### src/sv/b64e_pkg.sv
// Shared types, constants and the sextet-to-ASCII map for the base64 stream encoder.
// No dependencies; the front, queue, back and top-level files import this package.
`default_nettype none

package b64e_pkg;

	// depth of the job queue between front and back
	localparam int unsigned QUEUE_DEPTH = 2;

	// characters a single input byte can produce at most
	localparam int unsigned MAX_CHARS = 4;

	localparam logic [6:0] CHAR_UPPER_A = 7'd65;
	localparam logic [6:0] LOWER_OFFSET = 7'd71;   // 'a' minus 26
	localparam logic [6:0] DIGIT_OFFSET = 7'd4;    // 52 minus '0'
	localparam logic [6:0] CHAR_PLUS    = 7'd43;
	localparam logic [6:0] CHAR_SLASH   = 7'd47;
	localparam logic [6:0] CHAR_PAD     = 7'd61;

	// position of the next byte inside its three-byte group
	typedef enum logic [1:0] {
		PH_0,
		PH_1,
		PH_2
	} phase_t;

	// one classified byte: the characters it produces, in order
	typedef struct packed {
		logic [MAX_CHARS-1:0][6:0] chars;
		logic [1:0]                n_m1;   // character count minus one
		logic                      last;   // final char of the job ends the message
	} job_t;

	// 6-bit code to base64 alphabet character
	function automatic logic [6:0] sextet_char(input logic [5:0] v);
		logic [6:0] w;
		w = {1'b0, v};
		if (v < 6'd26) begin
			return w + CHAR_UPPER_A;
		end else if (v < 6'd52) begin
			return w + LOWER_OFFSET;
		end else if (v < 6'd62) begin
			return w - DIGIT_OFFSET;
		end else if (v == 6'd62) begin
			return CHAR_PLUS;
		end else begin
			return CHAR_SLASH;
		end
	endfunction

endpackage

`default_nettype wire

### src/sv/b64e_in_if.sv
// Input byte channel of the base64 stream encoder: valid/ready plus byte and end flag.
// Standalone interface; no package dependency.
`default_nettype none

interface b64e_in_if;
	logic       valid;
	logic       ready;
	logic [7:0] data_byte;
	logic       msg_end;

	modport source (output valid, output data_byte, output msg_end, input ready);
	modport sink   (input valid, input data_byte, input msg_end, output ready);
endinterface

`default_nettype wire

### src/sv/b64e_out_if.sv
// Output character channel of the base64 stream encoder: valid/ready plus ASCII code.
// Standalone interface; no package dependency.
`default_nettype none

interface b64e_out_if;
	logic       valid;
	logic       ready;
	logic [6:0] out_char;
	logic       out_last;

	modport source (output valid, output out_char, output out_last, input ready);
	modport sink   (input valid, input out_char, input out_last, output ready);
endinterface

`default_nettype wire

### src/sv/b64e_front.sv
// Front end: accepts bytes, tracks group phase and carry bits, builds one job per byte.
// Depends on b64e_pkg and b64e_in_if.
`default_nettype none

module b64e_front (
	input  logic          clk,
	input  logic          arst_n,
	b64e_in_if.sink       bytes,
	input  logic          q_full,
	output logic          push_valid,
	output b64e_pkg::job_t push_job
);
	import b64e_pkg::*;

	phase_t     phase_q, phase_nxt;
	logic [3:0] carry_q, carry_nxt;
	logic       take;
	logic [7:0] b;

	assign bytes.ready = !q_full;
	assign take        = bytes.valid && !q_full;
	assign push_valid  = take;
	assign b           = bytes.data_byte;

	// classify the byte by its place in the group
	always_comb begin
		push_job.chars = {MAX_CHARS{CHAR_PAD}};
		push_job.n_m1  = 2'd0;
		push_job.last  = bytes.msg_end;
		phase_nxt      = phase_q;
		carry_nxt      = carry_q;
		unique case (phase_q)
			PH_1: begin
				push_job.chars[0] = sextet_char({carry_q[1:0], b[7:4]});
				carry_nxt = b[3:0];
				phase_nxt = PH_2;
				if (bytes.msg_end) begin
					push_job.chars[1] = sextet_char({b[3:0], 2'b00});
					push_job.n_m1     = 2'd2;
				end
			end
			PH_2: begin
				push_job.chars[0] = sextet_char({carry_q, b[7:6]});
				push_job.chars[1] = sextet_char(b[5:0]);
				push_job.n_m1     = 2'd1;
				carry_nxt = 4'd0;
				phase_nxt = PH_0;
			end
			default: begin
				// start of group; the unused code behaves the same
				push_job.chars[0] = sextet_char(b[7:2]);
				carry_nxt = {2'b00, b[1:0]};
				phase_nxt = PH_1;
				if (bytes.msg_end) begin
					push_job.chars[1] = sextet_char({b[1:0], 4'b0000});
					push_job.n_m1     = 2'd3;
				end
			end
		endcase
		// message end returns to a fresh group
		if (bytes.msg_end) begin
			phase_nxt = PH_0;
			carry_nxt = 4'd0;
		end
	end

	always_ff @(posedge clk or negedge arst_n) begin
		if (!arst_n) begin
			phase_q <= PH_0;
			carry_q <= 4'd0;
		end else if (take) begin
			phase_q <= phase_nxt;
			carry_q <= carry_nxt;
		end
	end

	// a message end leaves a clean group behind
	a_end_resets: assert property (@(posedge clk) disable iff (!arst_n)
		(take && bytes.msg_end) |=> (phase_q == PH_0 && carry_q == 4'd0))
		else $error("group state not cleared after message end");

	// the carry never holds more than two bits at the start of a pair
	a_carry_phase1: assert property (@(posedge clk) disable iff (!arst_n)
		(phase_q == PH_1) |-> (carry_q[3:2] == 2'b00))
		else $error("carry too wide in phase one");

	// a byte inside a message yields one or two characters
	a_mid_msg_count: assert property (@(posedge clk) disable iff (!arst_n)
		(take && !bytes.msg_end) |-> (push_job.n_m1 <= 2'd1))
		else $error("too many characters for a byte inside a message");

endmodule

`default_nettype wire

### src/sv/b64e_queue.sv
// Short job queue between the front and back of the base64 stream encoder.
// Depends on b64e_pkg for the job type.
`default_nettype none

module b64e_queue #(
	parameter int unsigned DEPTH = b64e_pkg::QUEUE_DEPTH
) (
	input  logic           clk,
	input  logic           arst_n,
	input  logic           push_valid,
	input  b64e_pkg::job_t push_job,
	output logic           full,
	input  logic           pop,
	output b64e_pkg::job_t head_job,
	output logic           empty
);
	import b64e_pkg::*;

	localparam int unsigned PW = (DEPTH > 1) ? $clog2(DEPTH) : 1;
	localparam int unsigned CW = $clog2(DEPTH + 1);

	job_t          mem_q [DEPTH];
	logic [PW-1:0] wr_ptr_q, rd_ptr_q;
	logic [CW-1:0] count_q;
	logic          push;

	assign full     = (count_q == CW'(DEPTH));
	assign empty    = (count_q == '0);
	assign push     = push_valid && !full;
	assign head_job = mem_q[rd_ptr_q];

	function automatic logic [PW-1:0] ptr_inc(input logic [PW-1:0] p);
		return (p == PW'(DEPTH - 1)) ? '0 : p + 1'b1;
	endfunction

	// storage, no reset needed
	always_ff @(posedge clk) begin
		if (push) begin
			mem_q[wr_ptr_q] <= push_job;
		end
	end

	// pointers and fill count
	always_ff @(posedge clk or negedge arst_n) begin
		if (!arst_n) begin
			wr_ptr_q <= '0;
			rd_ptr_q <= '0;
			count_q  <= '0;
		end else begin
			if (push) begin
				wr_ptr_q <= ptr_inc(wr_ptr_q);
			end
			if (pop) begin
				rd_ptr_q <= ptr_inc(rd_ptr_q);
			end
			if (push && !pop) begin
				count_q <= count_q + 1'b1;
			end else if (pop && !push) begin
				count_q <= count_q - 1'b1;
			end
		end
	end

	a_no_overflow: assert property (@(posedge clk) disable iff (!arst_n)
		!(push_valid && full))
		else $error("push into full job queue");

	a_no_underflow: assert property (@(posedge clk) disable iff (!arst_n)
		pop |-> !empty)
		else $error("pop from empty job queue");

	a_count_bound: assert property (@(posedge clk) disable iff (!arst_n)
		count_q <= CW'(DEPTH))
		else $error("job queue count out of range");

endmodule

`default_nettype wire

### src/sv/b64e_back.sv
// Back end: takes jobs from the queue and sends their characters one per cycle while the receiver is ready.
// Depends on b64e_pkg and b64e_out_if.
`default_nettype none

module b64e_back (
	input  logic           clk,
	input  logic           arst_n,
	input  logic           empty,
	input  b64e_pkg::job_t head_job,
	output logic           pop,
	b64e_out_if.source     chars
);
	import b64e_pkg::*;

	job_t       job_q;
	logic       busy_q;
	logic [1:0] idx_q;
	logic       ov_q;
	logic [6:0] oc_q;
	logic       ol_q;
	logic       out_free;
	logic       emit;
	logic       at_end;
	logic       fin;

	assign out_free = !ov_q || chars.ready;
	assign emit     = busy_q && out_free;
	assign at_end   = (idx_q == job_q.n_m1);
	assign fin      = emit && at_end;
	assign pop      = !empty && (!busy_q || fin);

	assign chars.valid    = ov_q;
	assign chars.out_char = oc_q;
	assign chars.out_last = ol_q;

	// job sequencing
	always_ff @(posedge clk or negedge arst_n) begin
		if (!arst_n) begin
			busy_q <= 1'b0;
			idx_q  <= 2'd0;
		end else if (pop) begin
			busy_q <= 1'b1;
			idx_q  <= 2'd0;
		end else if (fin) begin
			busy_q <= 1'b0;
		end else if (emit) begin
			idx_q <= idx_q + 2'd1;
		end
	end

	always_ff @(posedge clk) begin
		if (pop) begin
			job_q <= head_job;
		end
	end

	// output register
	always_ff @(posedge clk or negedge arst_n) begin
		if (!arst_n) begin
			ov_q <= 1'b0;
		end else if (emit) begin
			ov_q <= 1'b1;
		end else if (chars.ready) begin
			ov_q <= 1'b0;
		end
	end

	always_ff @(posedge clk) begin
		if (emit) begin
			oc_q <= job_q.chars[idx_q];
			ol_q <= job_q.last && at_end;
		end
	end

	a_idx_in_job: assert property (@(posedge clk) disable iff (!arst_n)
		busy_q |-> (idx_q <= job_q.n_m1))
		else $error("character index past end of job");

	a_last_from_job_end: assert property (@(posedge clk) disable iff (!arst_n)
		emit |=> (ol_q == ($past(job_q.last) && $past(at_end))))
		else $error("end flag on wrong character");

	a_pop_when_free: assert property (@(posedge clk) disable iff (!arst_n)
		(busy_q && !fin) |-> !pop)
		else $error("job taken while previous one still running");

endmodule

`default_nettype wire

### src/sv/base64_stream_encoder.sv
// Base64 stream encoder, top level: front end, job queue and back end.
// Depends on b64e_pkg, b64e_in_if, b64e_out_if, b64e_front, b64e_queue, b64e_back.
//
// Usage:
//   bytes : input channel, one message byte per request (data_byte, MSB first),
//           msg_end high on the final byte of a message. Every byte value is valid.
//   chars : output channel, one ASCII character per request (out_char), with
//           out_last high on the final character of the encoded message, '=' pads
//           included.
//   A byte yields one or two characters mid-group and up to four on a message end.
//   The front end classifies each byte in the cycle it is accepted and queues a job;
//   the back end sends one character per cycle from the queued jobs while the receiver is ready.
//   A byte's first character passes the queue, the job register and the output register.
//   The output register sends one character per cycle while the receiver is ready, so a long
//   message moves at four characters per three bytes; a byte ending a message at a group
//   start yields four characters.
//   When the receiver stalls, the output register holds its character and the
//   queue fills; bytes.ready drops once QDEPTH jobs are waiting.
//   Reset (arst_n low) empties the queue and output and starts a fresh group.
`default_nettype none

module base64_stream_encoder #(
	parameter int unsigned QDEPTH = b64e_pkg::QUEUE_DEPTH
) (
	input  logic       clk,
	input  logic       arst_n,
	b64e_in_if.sink    bytes,
	b64e_out_if.source chars
);
	import b64e_pkg::*;

	job_t push_job;
	job_t head_job;
	logic push_valid;
	logic q_full;
	logic q_empty;
	logic q_pop;

	b64e_front u_front (
		.clk        (clk),
		.arst_n     (arst_n),
		.bytes      (bytes),
		.q_full     (q_full),
		.push_valid (push_valid),
		.push_job   (push_job)
	);

	b64e_queue #(
		.DEPTH (QDEPTH)
	) u_queue (
		.clk        (clk),
		.arst_n     (arst_n),
		.push_valid (push_valid),
		.push_job   (push_job),
		.full       (q_full),
		.pop        (q_pop),
		.head_job   (head_job),
		.empty      (q_empty)
	);

	b64e_back u_back (
		.clk      (clk),
		.arst_n   (arst_n),
		.empty    (q_empty),
		.head_job (head_job),
		.pop      (q_pop),
		.chars    (chars)
	);

endmodule

`default_nettype wire
### src/flat_wrapper.sv
// flat-port wrapper written by rule: the top's interface ports become plain ports
module base64_stream_encoder_flat import b64e_pkg::*;
#(
	parameter int unsigned QDEPTH = b64e_pkg::QUEUE_DEPTH
)
  (clk, arst_n, bytes_valid, bytes_data_byte, bytes_msg_end, bytes_ready, chars_valid, chars_out_char, chars_out_last, chars_ready);
  b64e_in_if bytes_i ();
  b64e_out_if chars_i ();
  input  logic clk;
  input  logic arst_n;
  input wire logic [$bits(bytes_i.valid)-1:0] bytes_valid;
  input wire logic [$bits(bytes_i.data_byte)-1:0] bytes_data_byte;
  input wire logic [$bits(bytes_i.msg_end)-1:0] bytes_msg_end;
  output wire logic [$bits(bytes_i.ready)-1:0] bytes_ready;
  output wire logic [$bits(chars_i.valid)-1:0] chars_valid;
  output wire logic [$bits(chars_i.out_char)-1:0] chars_out_char;
  output wire logic [$bits(chars_i.out_last)-1:0] chars_out_last;
  input wire logic [$bits(chars_i.ready)-1:0] chars_ready;
  assign bytes_i.valid = bytes_valid;
  assign bytes_i.data_byte = bytes_data_byte;
  assign bytes_i.msg_end = bytes_msg_end;
  assign bytes_ready = bytes_i.ready;
  assign chars_valid = chars_i.valid;
  assign chars_out_char = chars_i.out_char;
  assign chars_out_last = chars_i.out_last;
  assign chars_i.ready = chars_ready;
  base64_stream_encoder #(.QDEPTH(QDEPTH)) u_core (.clk(clk), .arst_n(arst_n), .bytes(bytes_i), .chars(chars_i));
endmodule
### config.mk
export PLATFORM = sky130hd
export DESIGN_NAME = base64_stream_encoder_flat
export DESIGN_NICKNAME = d
export VERILOG_FILES = /design/src/sv/b64e_pkg.sv /design/src/sv/b64e_in_if.sv /design/src/sv/b64e_out_if.sv /design/src/sv/b64e_front.sv /design/src/sv/b64e_queue.sv /design/src/sv/b64e_back.sv /design/src/sv/base64_stream_encoder.sv /design/src/flat_wrapper.sv
export SDC_FILE = /design/constraint.sdc
export NUM_CORES = 1
export LEC_CHECK = 0
export BUFFER_PORTS_ARGS = -buffer_cell sky130_fd_sc_hd__buf_2
export CAP_MARGIN = 30
export CORE_UTILIZATION = 45
export DETAILED_ROUTE_END_ITERATION = 8
export PLACE_DENSITY = 0.69
export SYNTH_ARGS = -nofsm -noshare
export SYNTH_HDL_FRONTEND = slang
export SYNTH_SLANG_ARGS = --single-unit
### constraint.sdc
create_clock -name clk -period 3.7 [get_ports clk]
set_input_delay 0 -clock clk [delete_from_list [all_inputs] [get_ports clk]]
set_output_delay 0 -clock clk [all_outputs]
set_load 0.03 [all_outputs]
* Word level (Yosys, flattened, before mapping)
Memories as Yosys holds them, arrays and structs flattened. A register that Yosys moved wholly into a read port is not among the register bits. Index checks and enable logic that the tools add are counted.
Word-level totals: bits in writable memories 34, bits in registers 36, word-level logic and storage cells 132, memories kept 1, input bits 13, output and inout bits 10
Cells by class: multiplexer cells 46, reduce and logical (&&, ||, !) cells 22, add/subtract/negate cells 23, magnitude comparators 19, equal/unequal tests 9
Memories:
- u_core.u_queue.mem_q | words 2, width 17, rd ports 1, clocked after Yosys merged registers in 1, wr ports 1, RTL line b64e_queue.sv:22 | job_t mem_q [DEPTH];
Operator list (count):
- 2-to-1 mux 7 bit | 21
- adder 6 x 7 -> 7 bit, second input constant | 12
- < comparator 6 bit, second input constant | 12
- subtractor 6 x 3 -> 7 bit, second input constant | 6
- < comparator 6 x 5 -> 1 bit, second input constant | 6
- one-hot mux 16 bit (2 select lines) | 1
- == test 6 bit, second input constant | 4
- 2-to-1 mux 2 bit | 8
- binary-select mux 7 bit (select 2 bit) | 1
- 2-to-1 mux 3 bit | 4
- logical AND 1 bit | 8
- 2-to-1 mux 1 bit | 8
- one-hot mux 4 bit (2 select lines) | 1
- nonzero test 2 bit | 4
- logical NOT 1 bit | 6
- adder 2 x 1 -> 2 bit, second input constant | 2
- == test 2 bit, second input constant | 2
- 2-to-1 mux 4 bit | 1
- one-hot mux 2 bit (2 select lines) | 1
- < comparator 2 x 3 -> 1 bit, second input constant | 1
- adder 1 bit, second input constant | 2
- == test 2 x 1 -> 1 bit, second input constant | 1
- == test 2 bit | 1
- logical NOT 2 bit | 1
- 4 further kinds | 5

* Depth between registers and ports, before layout
Gate-level depths: netlist of run 1.
depth after elaboration 9, depth in mapped cells 12, gate-level depth less buffers 9

* Cells and area by module
From an unflattened synthesis of run 1, not the netlist that was laid out.
Unflattened totals: cell total of the unflattened synthesis 552, area, all modules 6615.1 um2
Modules (own cells, without submodules):
- b64e_queue | cells an instance 116, area each 2586.2 um2, sequential area each 1961.9 um2, times used 1
- b64e_front | cells an instance 361, area each 2447.3 um2, sequential area each 150.1 um2, times used 1
- b64e_back | cells an instance 75, area each 1581.5 um2, sequential area each 1271.2 um2, times used 1

* Worst setup path after synthesis of run 1
Ideal clock, no wire load.
path type register to register, from reg u_core.u_back.idx_q[1], to reg u_core.u_queue.count_q[1], setup time 0.079 ns, buffers on the path 1, clock period less this slack 2.704 ns, required time 3.621 ns, data arrival time 2.625 ns, stages on the path, launching flop included 10, path slack 0.996 ns, path through dfrtp_1 > buf_2 > xnor2_1 > nand3_1 > a21oi_1 > inv_1 > ha_1 > xor2_1 > nor2_1 > xor2_1
Between the ends: word-level cells in the longest chain between the ends 7, elaborated cells on any way between the ends 9, those cells by class eq/ne (1); mux (1); reduce/logical (7)
Ends and longest elaborated chain:
- start, declared | RTL line b64e_back.sv:17 | logic [1:0] idx_q;
- start signal, assigned | RTL line b64e_back.sv:47 | idx_q <= idx_q + 2'd1;
- == test 2 bit * | RTL line b64e_back.sv:28 | assign at_end = (idx_q == job_q.n_m1);
- logical AND 1 bit * | RTL line b64e_back.sv:29 | assign fin = emit && at_end;
- logical OR 1 bit * | RTL line b64e_back.sv:30 | assign pop = !empty && (!busy_q || fin);
- logical AND 1 bit * | RTL line b64e_back.sv:30
- via u_core.q_pop | RTL line base64_stream_encoder.sv:37 | logic q_pop;
- logical NOT 1 bit | RTL line b64e_queue.sv:56 | if (push && !pop) begin
- logical AND 1 bit | RTL line b64e_queue.sv:56
- 2-to-1 mux 2 bit / nonzero test 2 bit (equally long branches)
- end signal, assigned | RTL line b64e_queue.sv:57 | count_q <= count_q + 1'b1;
- end signal, assigned | RTL line b64e_queue.sv:59 | count_q <= count_q - 1'b1;
- end, declared | RTL line b64e_queue.sv:24 | logic [CW-1:0] count_q;
The timed path passes the listed nets; every way through them passes the cells marked *. A chain may end at the register's enable or synchronous reset.

==> impl_metrics.tcl, run 1 <==
set metrics [dict create \
    ctsResizeCount 0 \
    syn_to_final_growth_pct 7.467 \
    arrival_ns 2.53 \
    clock.fmax_ghz 0.3996 \
    hold_violations 0 \
    async_reset_ff_share_pct 19.18 \
    clk-insertion-delay-late_ns 0.33 \
    powerDensity_nw_per_um2 684.0 \
    drc 0 \
    crit_required_ns 3.73 \
    rows 36 \
    grt_pass1_wl_um 17370 \
    syn_avg_cell_area_um2 10.31 \
    start_util_pct 47.13 \
    grt.total_usage_pct 19.98 \
    wl_per_cell_um 17.37 \
    tightest_slew_ns 0.7906 \
    setup_viol 0 \
    syn-cell-area_um2 4692 \
    fin_tns_setup_ns 0 \
    grt_pass1_vias 3484 \
    pre_cts_ws_ns 1.207 \
    status "completed" \
    worst_slack_ns 1.198 \
    synth_edf_count 59 \
    cts_tree "done" \
    crit_path_end_kind "flop" \
    port_buffers 22 \
    synth_cell_types 64 \
    crit_fanout 13 \
    rsz0062_at_grt "no" \
    drt_iter0_markers 285 \
    yosysSeqAreaShare_pct 45.23 \
    hold_start "bytes_msg_end" \
    drive_gt1_share_pct 13.70 \
    fin_crit_ns 2.502 \
    clockRootBuffer "clkbuf_8" \
    post-cts-setup-buffers 0 \
    antenna_found_initial 0 \
    ant_nets 0 \
    core_um2 9955 \
    syn_nets 494 \
    die_area_um2 10840 \
    wl_um 10420 \
    cap_violations 0 \
    rr_startpoint "u_core.u_front.carry_q[1]$_DFFE_PN0P_" \
    clkTransAtPathRegs_ns 0.07 \
    cp-startpoint "u_core.u_front.carry_q[1]$_DFFE_PN0P_" \
    start_kind "flop" \
    ys_warn_count 0 \
    dp_hpwl_um 7423 \
    die_h_um 104.1 \
    synth_seq_cells 73 \
    io_pins 23 \
    relSlewSlack_pct 47.29 \
    drtPass1Iterations 5 \
    skew_ns 0.006525 \
    die_w_um 104.1 \
    min_period_over_period_pct 67.63 \
    nets 501 \
    p_leak_nw 1.891 \
    clockBufferDepth 2 \
    finalMaxSlewViolations 0 \
    h-tree-depth 3 \
    netlist_instances 455 \
    holdCritPathClass "primary input to flop" \
    nFillCells 872 \
    vdd_ir_drop_max_mv 0.3251 \
    grt_max_degree 24 \
    clkSinkCount 73 \
    via_per_inst 6.108 \
    via_count 3665 \
    synthFlopType "edfxtp_1" \
    diodes 0 \
    gp_congestion 0.9594 \
    overflow 0 \
    cts_buffers 9 \
    worstSetupPathType "flop to flop" \
]
## worst max-delay path, stage by stage, from the launching register on
cell and delay [ns]:
dfrtp_1 0.58, inv_1 0.22, ha_1 0.24, a21oi_1 0.13, buf_4 0.21, mux2_2 0.35, a221oi_1 0.34, a31oi_1 0.13
## stage by stage
| step | hold slack [ns] | util, % | total power [mW] | instance area [um2] | instances |
|---|---|---|---|---|---|
| after detailed placement | -0.07638 | 48.81 | 2.937 | 4858 | 582 |
| after global placement | -0.09411 | 48.81 | 2.902 | 4858 | 582 |
| after global routing | 0.06047 | 50.65 | 3.679 | 5042 | 600 |
| final | 0.08277 | 50.65 | 3.449 | 5042 | 600 |
| after floorplan | -0.2956 | - | 2.560 | 4692 | 455 |
| after CTS | 0.05723 | 50.65 | 3.467 | 5042 | 600 |
## per-layer routing
layer | up-vias | global-route usage [%] | wire length (um)
li1 | 1727 | - | -
met4 | 0 | 9.286 | 266
met2 | 192 | 31.48 | 4857
met3 | 26 | 3.509 | 697
met5 | - | 0 | 0
met1 | 1720 | 26.76 | 4600
## registers in the layout (all words and copies together), names as in the netlist
name                          cells
u_core.u_queue.count_q            2
u_core.u_queue.wr_ptr_q           1
u_core.u_front.carry_q            4
u_core.u_queue.rd_ptr_q           1
u_core.u_back.job_q              17
u_core.u_queue.mem_q             34
u_core.u_front.phase_q            2
u_core.u_back.busy_q              1
u_core.u_back.chars.valid         1
u_core.u_back.chars.out_last      1
u_core.u_back.idx_q               2
u_core.u_back.chars.out_char      7
## kinds of logic after synthesis
logic type,count (synthesis),share of synthesized area [%]
and+or+nand+nor,127,13.60
muxes,25,5.867
AOI/OAI and AO/OA,125,18.75
xor gates and xnor gates,27,5.040
buffers and inverters,52,4.587
DFF,73,45.23
adders and majority gates,26,6.933
## power by group
group / total [mW] / leakage, nW / internal [mW] / switching [mW]
Sequential: 1.55 / 0.718 / 1.34 / 0.201
Combinational: 1.39 / 1.08 / 0.545 / 0.843
Clock: 0.515 / 0.0876 / 0.256 / 0.259
## repair_timing
| item | CTS | global route |
|---|---|---|
| endpoints found under the hold margin | 15 | 0 |
| setup endpoints to repair | 0 | 0 |
| hold buffers | 2 | 0 |
## cells in the final DEF, fill, tap and decap left out, drive strengths merged, types with 9 or more instances in the layout
cell type / netlist / layout
edfxtp: 59 / 59
nand2: 39 / 39
a21oi: 31 / 31
ha: 26 / 26
buf: 14 / 25
inv: 20 / 20
mux2: 20 / 20
xnor2: 19 / 19
nor2: 17 / 17
o21ai: 17 / 17
nand3: 14 / 14
dfrtp: 14 / 14
clkbuf: 17 / 12
nor2b: 11 / 11
a31oi: 11 / 11
nor3: 10 / 10
a211o: 10 / 10
nand2b: 9 / 9
## synthesized netlist by cell type (all sizes together), types with 3 or more instances
master	instances	share of area [%]
a211o	10	1.9
buf	14	1.5
a311oi	3	0.56
and3	6	0.80
xnor2	19	3.5
edfxtp	59	38
a22o	3	0.56
nand2	39	3.1
o211ai	5	0.80
nor3	10	1.1
a221oi	7	1.4
nor2	17	1.4
nand3	14	1.5
nand4	5	0.67
mux2i	5	1.1
mux2	20	4.8
inv	20	1.6
nand2b	9	1.2
a21oi	31	3.3
a211oi	3	0.48
xor2	8	1.5
o2111ai	4	0.75
clkbuf	17	1.4
or3	3	0.40
dfrtp	14	7.5
ha	26	6.9
a22oi	3	0.48
nor2b	11	1.5
o311ai	4	0.75
and2	5	0.67
o21ai	17	1.8
a31oi	11	1.5
## final timing paths
check                                                              to  cells after the start  slack (ns)
worst min register to register    u_core.u_queue.wr_ptr_q$_DFFE_PN0P_                      1        0.50
min in group asynchronous       u_core.u_back.chars.valid$_DFFE_PN0P_                      2        0.09
worst max-delay path             u_core.u_queue.mem_q[0][4]$_DFFE_PP_                      7        1.20
max in group asynchronous       u_core.u_front.phase_q[0]$_DFFE_PN0P_                      2        3.36
worst max register to register   u_core.u_queue.mem_q[0][4]$_DFFE_PP_                      7        1.20
worst min-delay path             u_core.u_queue.mem_q[0][0]$_DFFE_PP_                      1        0.08
## final cells by class
class                   instances  area [um2]  area share [%]
clock inverters                 4       18.77          0.3722
clock buffers                  12       145.1           2.878
inverters                      21       78.83           1.563
flip-flops and latches         73        2122           42.08
repair buffers                 27       152.6           3.027
well taps                     133       166.4           3.300
multi-input cells             330        2359           46.77
(Power assumes the default switching activity.)
==> run 2: changes to the inputs <==
Settings changed: PLACE_DENSITY 0.69 to 0.71.
Clock period 3.7 ns to 2.01 ns, I/O delays scaled along.
==> run 2 against run 1 <==
Effect of this change:
- clock skew rose by 0.0053 ns
- global-route usage increased by 1.5 points
- first-iteration DRC count decreased by 0.35%
- power grew 110%
- sequential share of layout area fell by 4.7 points
- highest routed layer unchanged
- via count grew 4.4%
- die area unchanged
- routed wire length is 9.6% higher
- non-clock buffer count is 59 higher
==> impl_metrics.tcl, run 2 (synthesized netlist as in run 1, its figures left out) <==
set metrics [dict create \
    drc 0 \
    nFillCells 834 \
    via_per_inst 5.804 \
    dp_hpwl_um 8354 \
    core_um2 9955 \
    grt_pass1_vias 3664 \
    p_leak_nw 2.222 \
    cts_tree "done" \
    clk-insertion-delay-late_ns 0.33 \
    crit_fanout 5 \
    max_stage_delay_ns 0.42 \
    die_area_um2 10840 \
    cap_violations 0 \
    start_util_pct 47.13 \
    overflow 0 \
    setup_viol 0 \
    grt_max_degree 21 \
    seqCellArea_um2 2122 \
    port_buffers 22 \
    cp_common_cell "buf_4" \
    crit_path_end_kind "flop" \
    wl_um 11430 \
    multi_input_area_um2 2464 \
    drt_iter0_markers 284 \
    antenna_found_initial 0 \
    worst_slack_ns 0.07662 \
    gp_congestion 0.9245 \
    die_w_um 104.1 \
    clock.fmax_ghz 0.5172 \
    rsz0062_at_grt "yes" \
    io_pins 23 \
    ant_nets 0 \
    whs_ns 0.07196 \
    hold_violations 0 \
    syn_to_final_growth_pct 20.91 \
    grt_pass1_wl_um 18440 \
    mostFrequentLayoutCells "61 x buf_4, 59 x edfxtp_1, 37 x nand2_1" \
    final_common_cell "buf_4" \
    pre_cts_ws_ns -0.05092 \
    regMostFlops "u_core.u_queue.mem_q" \
    grt.total_usage_pct 21.48 \
    drtPass1Iterations 5 \
    slowest_stage "dfrtp_1" \
    worstSetupPathType "flop to flop" \
    start_kind "flop" \
    diodes 0 \
    drive_gt1_share_pct 28.52 \
    min_period_over_period_pct 96.19 \
    clkTransAtPathRegs_ns 0.08 \
    largest_register_ffs 34 \
    arrival_ns 1.99 \
    holdCritPathClass "primary input to flop" \
    cp_cell_sequence "buf_4 > buf_4 > ha_1 > nand3_2 > and2_4 > nor3_1 > a41oi_1 > o2111ai_2" \
    skew_ns 0.01178 \
    status "completed" \
    stdcell_area_um2 5673 \
    rows 36 \
    tightest_slew_ns 0.5034 \
    h-tree-depth 3 \
    wl_per_cell_um 17.34 \
    post_dp_cell_area_um2 5313 \
    crit_required_ns 2.07 \
    cts_buffers 9 \
    relSlewSlack_pct 66.44 \
    fin_tns_setup_ns 0 \
    clockRootBuffer "clkbuf_8" \
    clkSinkCount 73 \
    clockBufferDepth 2 \
    die_h_um 104.1 \
    via_count 3825 \
    fin_crit_ns 1.933 \
    nets 560 \
    powerDensity_nw_per_um2 1289 \
    vdd_ir_drop_max_mv 0.6447 \
    finalMaxSlewViolations 0 \
]
## run 2: cell types whose count changed in the layout (fill, tap and decap cells not counted), moves of 3 or more
cell | previous run | this run
a21oi_1 | 30 | 27
ha_1 | 26 | 22
ha_2 | 0 | 4
buf_4 | 3 | 61
bufinv_16 | 0 | 3
clkinv_2 | 3 | 0
## run 2: critical path: cells and delay by family (launching register included)
| kind | cells | cell delay (ns) |
|---|---|---|
| compound gates | 2 | 0.43 |
| fa+ha+maj | 1 | 0.20 |
| buf+inv | 2 | 0.26 |
| flops | 1 | 0.42 |
| simple gates | 3 | 0.34 |
## run 2: stage by stage
step                      cells  util, %  power, mW
final                       659    56.99      7.314
after global routing        659    56.99      7.747
after CTS                   659    56.17      7.249
after detailed placement    640    53.37      5.823
after global placement      640    53.37      5.733
after floorplan             455        -      4.748
## run 2: path summary, 6_finish.rpt
path / from / end / slack (ns) / depth (start not counted)
worst max-delay path: u_core.u_front.carry_q[1]$_DFFE_PN0P_ / u_core.u_queue.mem_q[1][8]$_DFFE_PP_ / 0.08 / 8
worst min-delay path: bytes_msg_end / u_core.u_queue.mem_q[1][0]$_DFFE_PP_ / 0.07 / 1
worst max register to register: u_core.u_front.carry_q[1]$_DFFE_PN0P_ / u_core.u_queue.mem_q[1][8]$_DFFE_PP_ / 0.08 / 8
worst min register to register: u_core.u_queue.count_q[1]$_DFFE_PN0P_ / u_core.u_queue.count_q[1]$_DFFE_PN0P_ / 0.50 / 1
max in group asynchronous: arst_n / u_core.u_front.carry_q[3]$_DFFE_PN0P_ / 1.63 / 2
min in group asynchronous: arst_n / u_core.u_back.chars.valid$_DFFE_PN0P_ / 0.10 / 2
## run 2: power by group
group / leakage [nW] / internal, mW / total [mW] / switching, mW
sequential: 0.718 / 2.48 / 2.69 / 0.213
clock: 0.117 / 0.832 / 1.37 / 0.539
combinational: 1.39 / 1.38 / 3.25 / 1.87
total: 2.22 / 4.69 / 7.31 / 2.62
## run 2: final cells by class
type | count | share of cell area (%)
inverter | 21 | 1.390
clock inverter | 6 | 2.029
sequential | 73 | 37.41
multi-input combinational | 330 | 43.43
clock buffer | 10 | 2.250
tap | 133 | 2.933
timing repair buffer | 86 | 10.56
## run 2: routing by layer
metal | routed length [um] | vias to the layer above | global-route usage, %
met1 | 5005 | 1807 | 29.05
met5 | 0 | - | 0
met4 | 214 | 0 | 6.633
li1 | - | 1846 | -
met3 | 747 | 22 | 3.822
met2 | 5458 | 150 | 35.05
## run 2: timing repair
action | in CTS | in global routing
resized for setup | 2 | 23
pin swaps | 2 | 5
setup buffers | 1 | 1
setup endpoints to repair | 2 | 19
hold buffers | 2 | 0
endpoints found under the hold margin | 15 | 0
